<file path="src/hdl/kld_pkg.sv">
// Package for the K-line response deframer: sizes, codes and the
// command/status structs shared by the controller and the datapath.
// No dependencies.
`default_nettype none

package kld_pkg;

    // Frame buffer sizing
    localparam int FRAME_MAX_BYTES = 12;
    localparam int OVERHEAD_BYTES  = 4;
    localparam int IDX_W           = $clog2(FRAME_MAX_BYTES);
    localparam int CNT_W           = $clog2(FRAME_MAX_BYTES + 1);

    // Header bytes of a response frame
    localparam logic [7:0] HDR0 = 8'h48;
    localparam logic [7:0] HDR1 = 8'h6B;

    // Timer saturation value
    localparam logic [15:0] TIMER_MAX = 16'hFFFF;

    // Configuration port
    localparam int CFG_IDX_W  = 4;
    localparam int CFG_DATA_W = 16;
    localparam logic [CFG_IDX_W-1:0] REG_RESP_TIMEOUT = 4'd0;
    localparam logic [CFG_IDX_W-1:0] REG_P1_MAX       = 4'd1;
    localparam logic [CFG_IDX_W-1:0] REG_P2_MIN       = 4'd2;
    localparam logic [CFG_IDX_W-1:0] REG_P3_MIN       = 4'd3;

    // Input opcodes
    localparam logic [1:0] OP_TICK = 2'd0;
    localparam logic [1:0] OP_BYTE = 2'd1;
    localparam logic [1:0] OP_ARM  = 2'd2;

    // Result kinds
    localparam logic [2:0] K_PAYLOAD = 3'd0;
    localparam logic [2:0] K_END     = 3'd1;
    localparam logic [2:0] K_NORESP  = 3'd2;
    localparam logic [2:0] K_BADHDR  = 3'd3;
    localparam logic [2:0] K_SHORT   = 3'd4;

    // Reception phases
    localparam logic [1:0] PH_IDLE  = 2'd0;
    localparam logic [1:0] PH_FIRST = 2'd1;
    localparam logic [1:0] PH_FRAME = 2'd2;
    localparam logic [1:0] PH_MORE  = 2'd3;

    // Commands from the controller to the datapath
    typedef struct packed {
        logic       arm;          // clear count, sum and timer
        logic       tick;         // advance the gap timer
        logic       store;        // store the received byte
        logic       restart;      // store at the start of a new frame
        logic       clr_timer;    // clear the gap timer
        logic       close;        // latch frame checks and clear the frame
        logic       load_single;  // load a status beat
        logic       load_walk;    // load the next payload beat
        logic [2:0] kind;         // kind of the status beat
    } t_dp_cmd;

    // Status from the datapath to the controller
    typedef struct packed {
        logic ge_resp;      // timer reached the response timeout
        logic ge_ib;        // timer reached the inter-byte timeout
        logic ge_p3;        // timer reached the end-of-responses silence
        logic full;         // frame buffer full
        logic hdr_ok;       // latched header check of the closed frame
        logic short_frame;  // latched length check of the closed frame
        logic out_free;     // output register can take a beat
        logic walk_last;    // the next payload beat is the final one
    } t_dp_stat;

endpackage

`default_nettype wire

</file>
<file path="src/hdl/kld_in_if.sv">
// Input channel of the K-line response deframer: opcode and received byte.
// Depends on kld_pkg.
`default_nettype none

interface kld_in_if import kld_pkg::*; ();
    logic       valid;
    logic       ready;
    logic [1:0] opcode;
    logic [7:0] rx_byte;

    modport source (output valid, output opcode, output rx_byte, input ready);
    modport sink   (input valid, input opcode, input rx_byte, output ready);
endinterface

`default_nettype wire

</file>
<file path="src/hdl/kld_out_if.sv">
// Result channel of the K-line response deframer.
// Depends on kld_pkg.
`default_nettype none

interface kld_out_if import kld_pkg::*; ();
    logic       valid;
    logic       ready;
    logic [2:0] kind;
    logic [7:0] payload_byte;
    logic [7:0] source_addr;
    logic       checksum_ok;
    logic       last;

    modport source (output valid, output kind, output payload_byte, output source_addr,
                    output checksum_ok, output last, input ready);
    modport sink   (input valid, input kind, input payload_byte, input source_addr,
                    input checksum_ok, input last, output ready);
endinterface

`default_nettype wire

</file>
<file path="src/hdl/kld_cfg_if.sv">
// Configuration write channel of the K-line response deframer.
// Depends on kld_pkg.
`default_nettype none

interface kld_cfg_if import kld_pkg::*; ();
    logic                  valid;
    logic                  ready;
    logic [CFG_IDX_W-1:0]  index;
    logic [CFG_DATA_W-1:0] data;

    modport source (output valid, output index, output data, input ready);
    modport sink   (input valid, input index, input data, output ready);
endinterface

`default_nettype wire

</file>
<file path="src/hdl/kline_response_deframer_top.sv">
// Top level of the K-line response deframer: joins the controller and the
// datapath to the input, result and configuration channels.
// Depends on kld_pkg, kld_in_if, kld_out_if, kld_cfg_if, kld_ctrl and kld_dp.
`default_nettype none

// Receives ISO 9141-2 style responses from a stream of beats: 1 ms ticks,
// received bytes and arm commands. An arm, an ignored opcode or a beat
// while idle is handled in ST_IN alone; a tick or a byte is accepted in
// ST_IN, then the timer or count compare runs in ST_CHECK. A closed frame
// passes ST_CLOSE for the header and length check, then gives one result
// beat per cycle while the output register is free: up to eight payload
// beats for a full frame of FRAME_MAX_BYTES bytes, or one status beat. The
// controller sequences one item at a time through the single output
// register, so a downstream stall holds the next input back only when a
// new result is due. The configuration channel is always ready and must be
// written only while the block is idle.

module kline_response_deframer_top import kld_pkg::*; (
    input  wire logic i_clk,
    input  wire logic i_rst_n,
    kld_in_if.sink    i_in_ch,
    kld_out_if.source o_out_ch,
    kld_cfg_if.sink   i_cfg_ch
);

    t_dp_cmd  cmd;
    t_dp_stat stat;
    logic     in_ready;

    assign i_in_ch.ready = in_ready;

    // Sequence each beat
    kld_ctrl u_ctrl (
        .i_clk      (i_clk),
        .i_rst_n    (i_rst_n),
        .i_in_valid (i_in_ch.valid),
        .i_opcode   (i_in_ch.opcode),
        .i_stat     (stat),
        .o_in_ready (in_ready),
        .o_cmd      (cmd)
    );

    // Hold frame state and drive the result channel
    kld_dp u_dp (
        .i_clk     (i_clk),
        .i_rst_n   (i_rst_n),
        .i_rx_byte (i_in_ch.rx_byte),
        .i_cmd     (cmd),
        .o_stat    (stat),
        .i_cfg_ch  (i_cfg_ch),
        .o_out_ch  (o_out_ch)
    );

endmodule

`default_nettype wire

</file>
<file path="src/hdl/kld_dp.sv">
// Datapath of the K-line response deframer: configuration registers, frame
// buffer, counters, gap timer and the output register.
// Depends on kld_pkg, kld_out_if and kld_cfg_if.
`default_nettype none

module kld_dp import kld_pkg::*; (
    input  wire logic      i_clk,
    input  wire logic      i_rst_n,
    input  wire logic [7:0] i_rx_byte,
    input  wire t_dp_cmd   i_cmd,
    output t_dp_stat       o_stat,
    kld_cfg_if.sink        i_cfg_ch,
    kld_out_if.source      o_out_ch
);

    // Configuration registers
    logic [15:0] r_resp_timeout;
    logic [7:0]  r_p1_max;
    logic [7:0]  r_p2_min;
    logic [15:0] r_p3_min;

    // Frame state
    logic [7:0]       r_store [FRAME_MAX_BYTES];
    logic [CNT_W-1:0] r_count, n_count;
    logic [7:0]       r_sum, n_sum;
    logic [15:0]      r_timer, n_timer;
    logic [7:0]       r_last_byte;

    // Closed-frame results
    logic             r_hdr_ok;
    logic             r_short;
    logic             r_ck_ok;
    logic [7:0]       r_src;
    logic [IDX_W-1:0] r_walk_idx;
    logic [IDX_W-1:0] r_walk_last;

    // Output register
    logic       r_out_valid, n_out_valid;
    logic [2:0] r_out_kind;
    logic [7:0] r_out_byte;
    logic [7:0] r_out_src;
    logic       r_out_ck;
    logic       r_out_last;

    logic [7:0]       p2_less2;
    logic [7:0]       ib_limit;
    logic [IDX_W-1:0] wr_addr;
    logic             out_free;

    // Inter-byte timeout: max(p2 - 2 saturated at zero, p1)
    always_comb begin
        p2_less2 = (r_p2_min >= 8'd2) ? (r_p2_min - 8'd2) : 8'd0;
        ib_limit = (p2_less2 < r_p1_max) ? r_p1_max : p2_less2;
    end

    assign out_free = !r_out_valid || o_out_ch.ready;
    assign wr_addr  = i_cmd.restart ? '0 : r_count[IDX_W-1:0];

    // Status towards the controller
    always_comb begin
        o_stat.ge_resp     = (r_timer >= r_resp_timeout);
        o_stat.ge_ib       = (r_timer >= {8'd0, ib_limit});
        o_stat.ge_p3       = (r_timer >= r_p3_min);
        o_stat.full        = (r_count >= CNT_W'(FRAME_MAX_BYTES));
        o_stat.hdr_ok      = r_hdr_ok;
        o_stat.short_frame = r_short;
        o_stat.out_free    = out_free;
        o_stat.walk_last   = (r_walk_idx == r_walk_last);
    end

    // Next values of count, sum and timer
    always_comb begin
        n_count = r_count;
        n_sum   = r_sum;
        n_timer = r_timer;
        if (i_cmd.arm || i_cmd.close) begin
            n_count = '0;
            n_sum   = '0;
            n_timer = '0;
        end else if (i_cmd.tick) begin
            if (r_timer != TIMER_MAX) begin
                n_timer = r_timer + 16'd1;
            end
        end else if (i_cmd.store) begin
            n_count = i_cmd.restart ? CNT_W'(1) : r_count + CNT_W'(1);
            n_sum   = i_cmd.restart ? i_rx_byte : r_sum + i_rx_byte;
            n_timer = '0;
        end else if (i_cmd.clr_timer) begin
            n_timer = '0;
        end
    end

    // Output beat valid: set on load, drop once taken
    always_comb begin
        n_out_valid = r_out_valid;
        if (o_out_ch.ready) begin
            n_out_valid = 1'b0;
        end
        if (i_cmd.load_single || i_cmd.load_walk) begin
            n_out_valid = 1'b1;
        end
    end

    // Control registers and configuration
    always_ff @(posedge i_clk) begin
        if (!i_rst_n) begin
            r_resp_timeout <= 16'd100;
            r_p1_max       <= 8'd20;
            r_p2_min       <= 8'd25;
            r_p3_min       <= 16'd55;
            r_count        <= '0;
            r_sum          <= '0;
            r_timer        <= '0;
            r_out_valid    <= 1'b0;
        end else begin
            r_count     <= n_count;
            r_sum       <= n_sum;
            r_timer     <= n_timer;
            r_out_valid <= n_out_valid;
            if (i_cfg_ch.valid) begin
                case (i_cfg_ch.index)
                    REG_RESP_TIMEOUT: r_resp_timeout <= i_cfg_ch.data;
                    REG_P1_MAX:       r_p1_max       <= i_cfg_ch.data[7:0];
                    REG_P2_MIN:       r_p2_min       <= i_cfg_ch.data[7:0];
                    REG_P3_MIN:       r_p3_min       <= i_cfg_ch.data;
                    default: ;
                endcase
            end
        end
    end

    // Frame buffer, closed-frame checks and output payload
    always_ff @(posedge i_clk) begin
        if (i_cmd.store) begin
            r_store[wr_addr] <= i_rx_byte;
            r_last_byte      <= i_rx_byte;
        end
        if (i_cmd.close) begin
            r_hdr_ok    <= (r_count >= CNT_W'(2)) && (r_store[0] == HDR0)
                           && (r_store[1] == HDR1);
            r_short     <= (r_count <= CNT_W'(OVERHEAD_BYTES));
            r_ck_ok     <= ((r_sum - r_last_byte) == r_last_byte);
            r_src       <= r_store[2];
            r_walk_idx  <= IDX_W'(OVERHEAD_BYTES - 1);
            r_walk_last <= IDX_W'(r_count - CNT_W'(2));
        end
        if (i_cmd.load_single) begin
            r_out_kind <= i_cmd.kind;
            r_out_byte <= 8'd0;
            r_out_src  <= 8'd0;
            r_out_ck   <= 1'b0;
            r_out_last <= 1'b1;
        end else if (i_cmd.load_walk) begin
            r_out_kind <= K_PAYLOAD;
            r_out_byte <= r_store[r_walk_idx];
            r_out_src  <= r_src;
            r_out_ck   <= r_ck_ok;
            r_out_last <= (r_walk_idx == r_walk_last);
            r_walk_idx <= r_walk_idx + IDX_W'(1);
        end
    end

    assign i_cfg_ch.ready        = 1'b1;
    assign o_out_ch.valid        = r_out_valid;
    assign o_out_ch.kind         = r_out_kind;
    assign o_out_ch.payload_byte = r_out_byte;
    assign o_out_ch.source_addr  = r_out_src;
    assign o_out_ch.checksum_ok  = r_out_ck;
    assign o_out_ch.last         = r_out_last;

endmodule

`default_nettype wire

</file>
<file path="src/hdl/kld_ctrl.sv">
// Controller of the K-line response deframer: reception phase, input
// handshake and the sequencing of frame checks and result beats.
// Depends on kld_pkg.
`default_nettype none

module kld_ctrl import kld_pkg::*; (
    input  wire logic       i_clk,
    input  wire logic       i_rst_n,
    input  wire logic       i_in_valid,
    input  wire logic [1:0] i_opcode,
    input  wire t_dp_stat   i_stat,
    output logic            o_in_ready,
    output t_dp_cmd         o_cmd
);

    localparam logic [2:0] ST_IN     = 3'd0;
    localparam logic [2:0] ST_CHECK  = 3'd1;
    localparam logic [2:0] ST_CLOSE  = 3'd2;
    localparam logic [2:0] ST_SINGLE = 3'd3;
    localparam logic [2:0] ST_WALK   = 3'd4;

    logic [2:0] r_state, n_state;
    logic [1:0] r_phase, n_phase;
    logic       r_byte_op, n_byte_op;
    logic [2:0] r_kind, n_kind;

    assign o_in_ready = (r_state == ST_IN);

    always_comb begin
        n_state   = r_state;
        n_phase   = r_phase;
        n_byte_op = r_byte_op;
        n_kind    = r_kind;
        o_cmd     = '0;
        case (r_state)
            // Take one input beat and start its work
            ST_IN: begin
                if (i_in_valid) begin
                    case (i_opcode)
                        OP_ARM: begin
                            o_cmd.arm = 1'b1;
                            n_phase   = PH_FIRST;
                        end
                        OP_TICK: begin
                            if (r_phase != PH_IDLE) begin
                                o_cmd.tick = 1'b1;
                                n_byte_op  = 1'b0;
                                n_state    = ST_CHECK;
                            end
                        end
                        OP_BYTE: begin
                            if (r_phase != PH_IDLE) begin
                                o_cmd.store   = 1'b1;
                                o_cmd.restart = (r_phase != PH_FRAME);
                                n_phase       = PH_FRAME;
                                n_byte_op     = 1'b1;
                                n_state       = ST_CHECK;
                            end
                        end
                        default: ;
                    endcase
                end
            end
            // Compare the updated timer or count against the phase limit
            ST_CHECK: begin
                n_state = ST_IN;
                case (r_phase)
                    PH_FIRST: begin
                        if (i_stat.ge_resp) begin
                            o_cmd.clr_timer = 1'b1;
                            n_phase         = PH_IDLE;
                            n_kind          = K_NORESP;
                            n_state         = ST_SINGLE;
                        end
                    end
                    PH_FRAME: begin
                        if (r_byte_op ? i_stat.full : i_stat.ge_ib) begin
                            o_cmd.close = 1'b1;
                            n_phase     = PH_MORE;
                            n_state     = ST_CLOSE;
                        end
                    end
                    PH_MORE: begin
                        if (i_stat.ge_p3) begin
                            o_cmd.clr_timer = 1'b1;
                            n_phase         = PH_IDLE;
                            n_kind          = K_END;
                            n_state         = ST_SINGLE;
                        end
                    end
                    default: ;
                endcase
            end
            // Header first, then length
            ST_CLOSE: begin
                if (!i_stat.hdr_ok) begin
                    n_kind  = K_BADHDR;
                    n_state = ST_SINGLE;
                end else if (i_stat.short_frame) begin
                    n_kind  = K_SHORT;
                    n_state = ST_SINGLE;
                end else begin
                    n_state = ST_WALK;
                end
            end
            // Hand one status beat to the output register
            ST_SINGLE: begin
                if (i_stat.out_free) begin
                    o_cmd.load_single = 1'b1;
                    o_cmd.kind        = r_kind;
                    n_state           = ST_IN;
                end
            end
            // Walk the payload bytes out, one beat per free slot
            ST_WALK: begin
                if (i_stat.out_free) begin
                    o_cmd.load_walk = 1'b1;
                    if (i_stat.walk_last) begin
                        n_state = ST_IN;
                    end
                end
            end
            default: begin
                n_state = ST_IN;
            end
        endcase
    end

    always_ff @(posedge i_clk) begin
        if (!i_rst_n) begin
            r_state   <= ST_IN;
            r_phase   <= PH_IDLE;
            r_byte_op <= 1'b0;
            r_kind    <= K_END;
        end else begin
            r_state   <= n_state;
            r_phase   <= n_phase;
            r_byte_op <= n_byte_op;
            r_kind    <= n_kind;
        end
    end

endmodule

`default_nettype wire
</file>
<file path="src/flat_wrapper.sv">
// flat-port wrapper written by rule: the top's interface ports become plain ports
module kline_response_deframer_top_flat import kld_pkg::*;
  (i_clk, i_rst_n, i_in_ch_valid, i_in_ch_opcode, i_in_ch_rx_byte, i_in_ch_ready, o_out_ch_valid, o_out_ch_kind, o_out_ch_payload_byte, o_out_ch_source_addr, o_out_ch_checksum_ok, o_out_ch_last, o_out_ch_ready, i_cfg_ch_valid, i_cfg_ch_index, i_cfg_ch_data, i_cfg_ch_ready);
  kld_in_if i_in_ch_i ();
  kld_out_if o_out_ch_i ();
  kld_cfg_if i_cfg_ch_i ();
  input  wire logic i_clk;
  input  wire logic i_rst_n;
  input wire logic [$bits(i_in_ch_i.valid)-1:0] i_in_ch_valid;
  input wire logic [$bits(i_in_ch_i.opcode)-1:0] i_in_ch_opcode;
  input wire logic [$bits(i_in_ch_i.rx_byte)-1:0] i_in_ch_rx_byte;
  output wire logic [$bits(i_in_ch_i.ready)-1:0] i_in_ch_ready;
  output wire logic [$bits(o_out_ch_i.valid)-1:0] o_out_ch_valid;
  output wire logic [$bits(o_out_ch_i.kind)-1:0] o_out_ch_kind;
  output wire logic [$bits(o_out_ch_i.payload_byte)-1:0] o_out_ch_payload_byte;
  output wire logic [$bits(o_out_ch_i.source_addr)-1:0] o_out_ch_source_addr;
  output wire logic [$bits(o_out_ch_i.checksum_ok)-1:0] o_out_ch_checksum_ok;
  output wire logic [$bits(o_out_ch_i.last)-1:0] o_out_ch_last;
  input wire logic [$bits(o_out_ch_i.ready)-1:0] o_out_ch_ready;
  input wire logic [$bits(i_cfg_ch_i.valid)-1:0] i_cfg_ch_valid;
  input wire logic [$bits(i_cfg_ch_i.index)-1:0] i_cfg_ch_index;
  input wire logic [$bits(i_cfg_ch_i.data)-1:0] i_cfg_ch_data;
  output wire logic [$bits(i_cfg_ch_i.ready)-1:0] i_cfg_ch_ready;
  assign i_in_ch_i.valid = i_in_ch_valid;
  assign i_in_ch_i.opcode = i_in_ch_opcode;
  assign i_in_ch_i.rx_byte = i_in_ch_rx_byte;
  assign i_in_ch_ready = i_in_ch_i.ready;
  assign o_out_ch_valid = o_out_ch_i.valid;
  assign o_out_ch_kind = o_out_ch_i.kind;
  assign o_out_ch_payload_byte = o_out_ch_i.payload_byte;
  assign o_out_ch_source_addr = o_out_ch_i.source_addr;
  assign o_out_ch_checksum_ok = o_out_ch_i.checksum_ok;
  assign o_out_ch_last = o_out_ch_i.last;
  assign o_out_ch_i.ready = o_out_ch_ready;
  assign i_cfg_ch_i.valid = i_cfg_ch_valid;
  assign i_cfg_ch_i.index = i_cfg_ch_index;
  assign i_cfg_ch_i.data = i_cfg_ch_data;
  assign i_cfg_ch_ready = i_cfg_ch_i.ready;
  kline_response_deframer_top u_core (.i_clk(i_clk), .i_rst_n(i_rst_n), .i_in_ch(i_in_ch_i), .o_out_ch(o_out_ch_i), .i_cfg_ch(i_cfg_ch_i));
endmodule
</file>
<file path="config.mk">
export PLATFORM = sky130hd
export DESIGN_NAME = kline_response_deframer_top_flat
export DESIGN_NICKNAME = d
export VERILOG_FILES = /design/src/hdl/kld_pkg.sv /design/src/hdl/kld_in_if.sv /design/src/hdl/kld_out_if.sv /design/src/hdl/kld_cfg_if.sv /design/src/hdl/kline_response_deframer_top.sv /design/src/hdl/kld_dp.sv /design/src/hdl/kld_ctrl.sv /design/src/flat_wrapper.sv
export SDC_FILE = /design/constraint.sdc
export NUM_CORES = 1
export LEC_CHECK = 0
export ABC_AREA = 1
export BUFFER_PORTS_ARGS = -buffer_cell sky130_fd_sc_hd__buf_2
export CAP_MARGIN = 0
export CORE_AREA = 4 4 151 211
export DETAILED_ROUTE_END_ITERATION = 6
export DIE_AREA = 0 0 155 215
export GPL_ROUTABILITY_DRIVEN = 1
export GPL_TIMING_DRIVEN = 0
export HOLD_SLACK_MARGIN = 0.1
export PLACE_DENSITY = 0.53
export SYNTH_ARGS = -nofsm -noshare
export SYNTH_HDL_FRONTEND = slang
export SYNTH_HIERARCHICAL = 1
export SYNTH_SLANG_ARGS = --single-unit
</file>
<file path="constraint.sdc">
create_clock -name i_clk -period 4.2 [get_ports i_clk]
set_input_delay 0.84 -clock i_clk [delete_from_list [all_inputs] [get_ports i_clk]]
set_output_delay 0.84 -clock i_clk [all_outputs]
set_load 0.005 [all_outputs]
</file>
==> results of run 1 <==
[area by class of cell]
cell class,count,area (µm²)
Buffer,39,191.4
Fill cell,2975,16560
Clock inverter,12,96.34
Sequential cell,229,5797
Multi-Input combinational cell,883,5047
Clock buffer,32,681.9
Tap cell,385,481.7
Inverter,171,641.9
Timing Repair Buffer,75,436.7
[cell families (layout without fill, tap and decap cells)]
logic type / after synthesis / count (layout)
and+or+nand+nor: 501 / 501
AOI/OAI and AO/OA: 288 / 288
DFF: 229 / 229
buffers and inverters: 210 / 329
adders and majority gates: 75 / 75
xor gates and xnor gates: 18 / 18
other: 1 / 1
[through the flow]
stage | cell area [µm²] | std cells | hold slack [ns] | util (%)
2_1_floorplan | 11550 | 1322 | 0.4207 | -
3_3_place_gp | 12320 | 1764 | 0.4313 | 41.14
3_5_place_dp | 12320 | 1764 | 0.4346 | 41.14
4_1_cts | 13150 | 1810 | 0.4500 | 43.94
5_1_grt | 13370 | 1826 | 0.4748 | 44.68
6_report | 13370 | 1826 | 0.4463 | 44.68
[sequential cells by signal (all words and copies together) (netlist names), 3 cells and up]
register	count
u_core/u_dp/r_p1_max	8
u_core/u_dp/r_store	96
u_core/u_dp/o_out_ch.source_addr	8
u_core/u_dp/r_walk_last	4
u_core/u_dp/r_timer	16
u_core/u_dp/r_p2_min	8
u_core/u_dp/r_src	8
u_core/u_dp/r_sum	8
u_core/u_dp/r_walk_idx	4
u_core/u_ctrl/r_kind	3
u_core/u_dp/o_out_ch.kind	3
u_core/u_dp/o_out_ch.payload_byte	8
u_core/u_ctrl/r_state	3
u_core/u_dp/r_resp_timeout	16
u_core/u_dp/r_p3_min	16
u_core/u_dp/r_count	4
u_core/u_dp/r_last_byte	7
[what timing repair did]
action	in CTS	in global routing
setup endpoints to repair	48	48
endpoints found under the hold margin	0	0
hold buffers	0	0
gates resized for setup	12	27
pin swaps	2	10
setup buffers	2	16
[power by group through the flow]
stage / clock [mW] / sequential, mW / combinational (mW)
after CTS: 2.17 / 2.41 / 0.546
after global routing: 2.26 / 2.42 / 0.623
final: 2.10 / 2.41 / 0.554
after floorplan: 0 / 2.46 / 0.343
after detailed placement: 0 / 2.46 / 0.538
after global placement: 0 / 2.46 / 0.533
[path summary, 6_finish.rpt]
kind / start / endpoint / cells past startpoint
max: u_core/u_dp/r_p2_min[1] / u_core/u_dp/r_timer[12] / 27
min: u_core/u_dp/o_out_ch.payload_byte[2] / u_core/u_dp/o_out_ch.payload_byte[2] / 2
max reg2reg: u_core/u_dp/r_p2_min[1] / u_core/u_dp/r_timer[12] / 27
min reg2reg: u_core/u_dp/o_out_ch.payload_byte[2] / u_core/u_dp/o_out_ch.payload_byte[2] / 2
[cell usage in the layout (no fill, tap or decap), types with 3 or more instances in the layout]
master	count
sky130_fd_sc_hd__ha_1	71
sky130_fd_sc_hd__nor2_2	8
sky130_fd_sc_hd__o21bai_1	3
sky130_fd_sc_hd__buf_2	68
sky130_fd_sc_hd__a31oi_1	6
sky130_fd_sc_hd__nand3_1	73
sky130_fd_sc_hd__clkinv_1	3
sky130_fd_sc_hd__nand4_1	12
sky130_fd_sc_hd__nand2_1	219
sky130_fd_sc_hd__a21oi_1	105
sky130_fd_sc_hd__nand2_2	9
sky130_fd_sc_hd__nand2_4	6
sky130_fd_sc_hd__nor2_4	6
sky130_fd_sc_hd__xor2_1	13
sky130_fd_sc_hd__nor3_2	6
sky130_fd_sc_hd__dfxtp_1	107
sky130_fd_sc_hd__nand3_2	3
sky130_fd_sc_hd__edfxtp_1	121
sky130_fd_sc_hd__inv_1	150
sky130_fd_sc_hd__buf_4	21
sky130_fd_sc_hd__nor2_1	134
sky130_fd_sc_hd__o221ai_1	5
sky130_fd_sc_hd__clkbuf_1	24
sky130_fd_sc_hd__xnor2_1	5
sky130_fd_sc_hd__nor3_1	11
sky130_fd_sc_hd__clkinvlp_4	4
sky130_fd_sc_hd__a22o_1	10
sky130_fd_sc_hd__o21ai_1	16
sky130_fd_sc_hd__inv_2	20
sky130_fd_sc_hd__clkbuf_16	25
sky130_fd_sc_hd__o21ai_0	109
sky130_fd_sc_hd__nand3b_1	3
sky130_fd_sc_hd__o22ai_1	16
sky130_fd_sc_hd__clkinv_2	4
sky130_fd_sc_hd__nor3_4	5
sky130_fd_sc_hd__clkbuf_8	3
[critical path, delay by kind of cell (launching register included)]
family | cells | cell delay, ns
xor gates and xnor gates | 1 | 0.15
DFF | 1 | 0.32
buffers and inverters | 6 | 0.77
and+or+nand+nor | 13 | 1.28
adders and majority gates | 3 | 0.67
AOI/OAI and AO/OA | 4 | 0.65
[routing by layer]
| layer | track usage [%] | wire, µm | part of all wire [%] | vias to the layer above |
|---|---|---|---|---|
| met5 | 0 | 0 | 0 | - |
| met4 | 7.364 | 1129 | 3.7 | 0 |
| met3 | 2.355 | 1222 | 4.0 | 65 |
| met1 | 19.10 | 11420 | 37 | 4294 |
| met2 | 35.44 | 16690 | 55 | 175 |
| li1 | - | - | - | 4682 |
[synthesized netlist by cell type (5+ instances only)]
cell type	n
sky130_fd_sc_hd__clkbuf_1	21
sky130_fd_sc_hd__edfxtp_1	121
sky130_fd_sc_hd__nor3_1	17
sky130_fd_sc_hd__nand2_1	224
sky130_fd_sc_hd__inv_1	154
sky130_fd_sc_hd__buf_4	5
sky130_fd_sc_hd__o21ai_1	15
sky130_fd_sc_hd__nand4_1	12
sky130_fd_sc_hd__nor2_2	8
sky130_fd_sc_hd__nand3_1	73
sky130_fd_sc_hd__dfxtp_1	108
sky130_fd_sc_hd__a22o_1	10
sky130_fd_sc_hd__xor2_1	13
sky130_fd_sc_hd__inv_2	16
sky130_fd_sc_hd__o21ai_0	110
sky130_fd_sc_hd__a31oi_1	7
sky130_fd_sc_hd__nor2_1	136
sky130_fd_sc_hd__o221ai_1	5
sky130_fd_sc_hd__xnor2_1	5
sky130_fd_sc_hd__buf_2	12
sky130_fd_sc_hd__nand2_2	6
sky130_fd_sc_hd__a21oi_1	106
sky130_fd_sc_hd__o22ai_1	16
sky130_fd_sc_hd__ha_1	73
==> impl_summary.md, run 1 <==
Outcome
The flow ran to the end, and the final reports show no timing, DRC or antenna violations.

Yosys
The combinational family with the most area after synthesis is simple AND/OR/NAND/NOR gates. The gate count after technology mapping is 1322. The multiplexer fraction of the synthesized cell area is 0%.

The xor/xnor share of the synthesized area is 1.365%. The synthesized area per cell is 8.736 µm². The arithmetic-cell share of the synthesized area counting full adders, half adders and majority gates is 8.256%. The fraction of the mapped netlist area in compound gates is 13.84%. The number of flops mapped to enable cells by yosys is 121. The post-synthesis sequential element count is 229. In this run the cell area of the synthesized design comes to 11550 µm².

The cell taking the most area after synthesis is sky130_fd_sc_hd__edfxtp_1. Counting every net in the synthesized netlist gives 1432. After synthesis, the largest area contributor takes up 31.46% of total cell area. The unique cell type count in the Yosys netlist is 52. Yosys attributes the largest share of cell area to sky130_fd_sc_hd__edfxtp_1 31%, sky130_fd_sc_hd__dfxtp_1 19%, sky130_fd_sc_hd__ha_1 7.9%. For this run, the register share of the synthesized area comes to 50.18%. The warning count from the yosys run is 6. In the synthesized netlist the dominant register cell turns out to be sky130_fd_sc_hd__edfxtp_1.

The area fraction in and, or, nand and nor cells after synthesis is 19.20%. The fraction of synthesis flops using an asynchronous set or reset pin is 0%.

Route
The number of DRC markers in iteration 0 is 510. For this run, design rule violations remaining after detail routing come to 0. The post-detailed-route wirelength per cell is 16.68 µm. Using the TritonRoute via totals, the vias-per-cell ratio works out to 5.047. The pre-antenna-repair detailed-routing pass consisted of 5 iterations.

The final layout contains routed wiring with a total length of 30460 µm. The final route contains 9216 vias. The detail route stage leaves a number of antenna-violating nets equal to 0.

Timing
After layout, the worst setup slack is 0.2923 ns. The worst pin sits at a relative slew slack of 17.97%. The worst path in the final design needs a cycle of 3.908 ns, including I/O delays and setup. Setup violations remaining at the end of the flow were counted as 0.

The clock skew after layout is 0.01010 ns. At the pin with the least slew margin, the transition time is 1.226 ns. The max-slew violation total from the final report was 0. The total negative slack for setup checks is 0 ns. Of the available clock period, the critical path in the final layout requires 93.04%. The number of hold violations in the final report is 0. The highest clock rate is 255.9 MHz.

Placed design
In this run the tool buffered the top-level ports with 57 buffer cells. The minimum setup slack after placement is -1.259 ns. The placer congestion estimate is 0.8817. The placed wire-length estimate is 22540 µm.

Setup path
The critical path is of the reg -> reg type. STA puts the critical path data required time at 4.66 ns. The arrival time of data at the critical path endpoint is 4.37 ns. The worst setup path is launched from a flop. The largest single stage delay on the critical path is 0.32 ns. The worst setup path is captured at a flop.

The flop-to-flop setup slack is 0.29 ns. By instance count, the cell type seen most on the critical path is sky130_fd_sc_hd__nand2_1. The cell type of the slowest stage on the worst timing path is sky130_fd_sc_hd__dfxtp_1. The highest fanout seen on the critical path is 8.

Power and ir drop
The sum of internal, switching and leakage power is 5.066 mW. In this run the power spent charging and discharging nets is 1.289 mW. VDD sags by at most 320.0 µV. The internal power is 3.777 mW. The portion of total power attributed to sequential cells is 47.6%.

The share of total power dissipated in combinational logic is 10.9%. The clock network accounts for 41.4% of the total power. The leakage power figure is 5.537 nW. Net switching is 25.45% of the power.

The total power per unit cell area is 378.8 nW/µm².

Clocking
The CTS H-tree depth is 1. In this run the deepest clock path goes through 3 buffers. The clock latency reported for the late side of the worst-skew pair is 0.53 ns. TritonCTS built the clock tree.

After clock tree synthesis, the clock-pin slew on the worst setup and hold paths is 0.06 ns. Buffers inserted during clock tree synthesis total 24. CTS placed an instance of sky130_fd_sc_hd__clkbuf_16 at the clock tree root. The clock sink total is 229.

Final layout
The share of layout cells above drive strength 1 is 14.50%. The number of diodes added for antenna fixing is 0. The final net count is 1533. The area growth from synthesis to layout is 15.81%.

Floorplan
After floorplanning, the core was sized to cover 29940 µm². The initial core utilization is 38.58%. The die covers 33330 µm². The die is 155 µm wide. The I/O pin count is 59. The site row count is 75.

Measured along the y axis, the die boundary spans 215 µm.

Global routing
The global-route wire length before repair is 48010 µm. The largest net degree at the start of global routing is 18. The number of global-route vias before repair is 9090.

The initial antenna violation count was 0. The total global routing track utilization is 18.12%. The total global routing overflow is 0.

Run
Max-cap violations in this run came to 0.

Min path
The worst min-delay path class is reg -> reg.
No activity file was read; power rests on OpenSTA's default activity.
==> run 2: changes to the inputs <==
--- a/config.mk
+++ b/config.mk
@@ -15,6 +15,7 @@
 export GPL_TIMING_DRIVEN = 0
 export HOLD_SLACK_MARGIN = 0.1
 export PLACE_DENSITY = 0.53
+export RECOVER_POWER = 50
 export SYNTH_ARGS = -nofsm -noshare
 export SYNTH_HDL_FRONTEND = slang
 export SYNTH_HIERARCHICAL = 1
==> impl_summary.md, run 2 (synthesis results as in run 1) <==
Timing
The final worst hold slack is 0.4463 ns (+0.00005800 ns). The worst slew margin relative to its limit is 16.30% (-1.7 points). The max-slew violation total from the final report is 0 (unchanged). The slew at the pin closest to its max-slew limit came to 1.251 ns (+0.02502 ns). The final critical-path required period is 3.911 ns (+0.003326 ns). The slack of the critical path is 0.2890 ns (-0.003326 ns).

The clock skew after layout is 0.01131 ns (+0.001216 ns). The final critical-path share of the clock period is 93.12% (about the same). The count of endpoints failing setup in the final report was 0 (unchanged). The number of hold violations in the final report is 0 (unchanged). The highest clock rate is 255.7 MHz (about the same).

Power and ir drop
The leakage power figure is 5.480 nW (-1.0%). The total power per unit cell area was 379.6 nW/µm² (+0.21%). The sum of internal, switching and leakage power is 5.067 mW (about the same).

The maximum VDD drop is 320.0 µV (about the same).

Clocking
The clock sink total is 229 (unchanged). The buffer levels on the longest clock path came to 3 (unchanged). The clock latency reported for the late side of the worst-skew pair is 0.53 ns (about the same). The CTS H-tree depth is 1 (unchanged).

The total CTS buffers came to 24 (unchanged). The clock slew at the register clock pins of the worst setup and hold paths is 0.06 ns (about the same). TritonCTS built the clock tree.

The root buffer cell chosen for the clock tree is sky130_fd_sc_hd__clkbuf_16.

Placed design
The minimum setup slack after placement is -1.259 ns (unchanged). The placed wire-length estimate was 22540 µm (unchanged). The count of buffers from port buffering is 57 (unchanged). The placer congestion estimate is 0.8817 (unchanged).

Route
The total number of vias was 9240 (+0.26%). The count of unresolved DRC violations after routing is 0 (unchanged). The detail-routed via count per cell came to 5.060 (+0.26%). The detailed-route wire length is 30510 µm (+0.15%). The number of DRC markers in iteration 0 is 474 (-7.1%). The detailed-routing iteration count for the pre-antenna-repair pass is 5 (unchanged). The post-detailed-route wirelength per cell is 16.71 µm (+0.15%). The number of routed nets with antenna violations is 0 (unchanged).

Floorplan
The overall die area is 33330 µm² (unchanged). The width of the chip is 155 µm (unchanged). The site row count was 75 (unchanged). The I/O pin count is 59 (unchanged). The initial core utilization is 38.58% (unchanged). The die span in y is 215 µm (unchanged).

The core outline area came to 29940 µm² (unchanged).

Final layout
The library cells used most frequently in the layout, excluding fill and tap cells, are 219 x sky130_fd_sc_hd__nand2_1, 150 x sky130_fd_sc_hd__inv_1, 135 x sky130_fd_sc_hd__nor2_1, 121 x sky130_fd_sc_hd__edfxtp_1, 113 x sky130_fd_sc_hd__o21ai_0. The number of diodes added for antenna fixing is 0 (unchanged). The final net count came to 1533 (unchanged). The area growth from synthesis to layout is 15.58%.

The flip-flop count of the largest register, all copies and words added is 96 (unchanged). More flip-flops sit in one register than any other, and that register is u_core/u_dp/r_store. The share of layout cells above drive strength 1 came to 13.25% (-1.2 points).

Leaving out fill and tap cells, the most frequent cell in the layout is sky130_fd_sc_hd__nand2_1.

Global routing
The total global routing overflow is 0 (unchanged). The largest net degree at the start of global routing was 18 (unchanged). The number of global-route vias before repair came to 9090 (unchanged). The total global routing track utilization is 18.12% (unchanged). The initial antenna violation count is 0 (unchanged). The global-route wire length before repair is 48010 µm (unchanged).

Setup path
The worst setup path is launched from a flop. The arrival time of data at the critical path endpoint is 4.37 ns (about the same). The element type at the critical path end is a flop. The endpoint required time on the critical path is 4.66 ns (about the same).

The category of the critical setup timing path is reg -> reg. The highest fanout seen on the critical path is 8 (unchanged).

Run
The max-capacitance violation count is 0 (unchanged).

Outcome
The run finished with clean final reports.

Min path
The worst min-delay path class is reg -> reg.
==> run 2: cell count changes in the layout (fill, tap and decap cells not counted), sizes merged <==
| cell | previous run | this run |
|---|---|---|
| clkbuf | 54 | 71 |
| buf | 92 | 75 |
==> run 2: power breakdown <==
| group | internal [mW] | leakage, nW | total (mW) | switching [mW] |
|---|---|---|---|---|
| Combinational | 0.182 | 3.14 | 0.551 | 0.369 |
| Sequential | 2.39 | 1.97 | 2.41 | 0.0250 |
| Clock | 1.20 | 0.372 | 2.10 | 0.898 |
==> run 2: worst paths after layout <==
kind,startpoint,to,depth (start not counted),slack (ns)
worst min-delay path,u_core/u_dp/o_out_ch.payload_byte[2],u_core/u_dp/o_out_ch.payload_byte[2],2,0.45
worst max register to register,u_core/u_dp/r_p2_min[1],u_core/u_dp/r_timer[12],27,0.29
worst max-delay path,u_core/u_dp/r_p2_min[1],u_core/u_dp/r_timer[12],27,0.29
worst min register to register,u_core/u_dp/o_out_ch.payload_byte[2],u_core/u_dp/o_out_ch.payload_byte[2],2,0.45
==> run 2: metrics by stage <==
step	cell area [µm²]	util, %	setup TNS, ns	instances
detailed placement	12320	41.14	-41.30	1764
global placement	12320	41.14	-40.60	1764
CTS	13150	43.94	0	1810
finish	13350	44.59	0	1826
floorplan	11550	-	0	1322
global route	13350	44.59	-0.2194	1826
==> run 2: worst max-delay path, stage by stage, from the launching register on <==
cell                       delay, ns
sky130_fd_sc_hd__dfxtp_1        0.32
sky130_fd_sc_hd__inv_2          0.08
sky130_fd_sc_hd__ha_2           0.21
sky130_fd_sc_hd__nand2_2        0.09
sky130_fd_sc_hd__nor3_4         0.18
sky130_fd_sc_hd__xor2_1         0.15
sky130_fd_sc_hd__nand2_1        0.11
sky130_fd_sc_hd__inv_2          0.07
sky130_fd_sc_hd__ha_4           0.20
sky130_fd_sc_hd__nand2_2        0.06
sky130_fd_sc_hd__nor2_1         0.07
sky130_fd_sc_hd__a211oi_4       0.24
sky130_fd_sc_hd__buf_6          0.18
sky130_fd_sc_hd__nand3_1        0.08
sky130_fd_sc_hd__nand2_1        0.13
sky130_fd_sc_hd__ha_1           0.26
sky130_fd_sc_hd__a21oi_1        0.16
sky130_fd_sc_hd__o21a_1         0.14
sky130_fd_sc_hd__nand4_1        0.09
sky130_fd_sc_hd__inv_2          0.12
sky130_fd_sc_hd__nand2_1        0.07
sky130_fd_sc_hd__nand2_2        0.11
sky130_fd_sc_hd__nor2_4         0.06
sky130_fd_sc_hd__nor3_4         0.19
sky130_fd_sc_hd__buf_6          0.18
sky130_fd_sc_hd__buf_4          0.14
sky130_fd_sc_hd__nand2_1        0.05
sky130_fd_sc_hd__a21oi_1        0.11
==> run 2: metal layers <==
metal,routed length [µm],global-route usage (%)
met1,11440,19.10
met2,16790,35.44
met3,1175,2.355
met4,1110,7.364
met5,0,0
==> run 2: final cells by class <==
cell class,instances,area [µm²]
fillers,2986,16590
flip-flops and latches,229,5797
multi-input cells,883,5045
clock buffers,32,681.9
inverters,171,641.9
well taps,385,481.7
repair buffers,75,416.7
plain buffers,39,187.7
clock inverters,12,96.34
==> run 2: timing repair <==
action / CTS / global route
gates resized for setup: 12 / 27
hold buffers: 0 / 0
pin swaps: 2 / 10
cloned: 0 / 0
buffers inserted: 2 / 16
endpoints found under the setup margin: 48 / 48
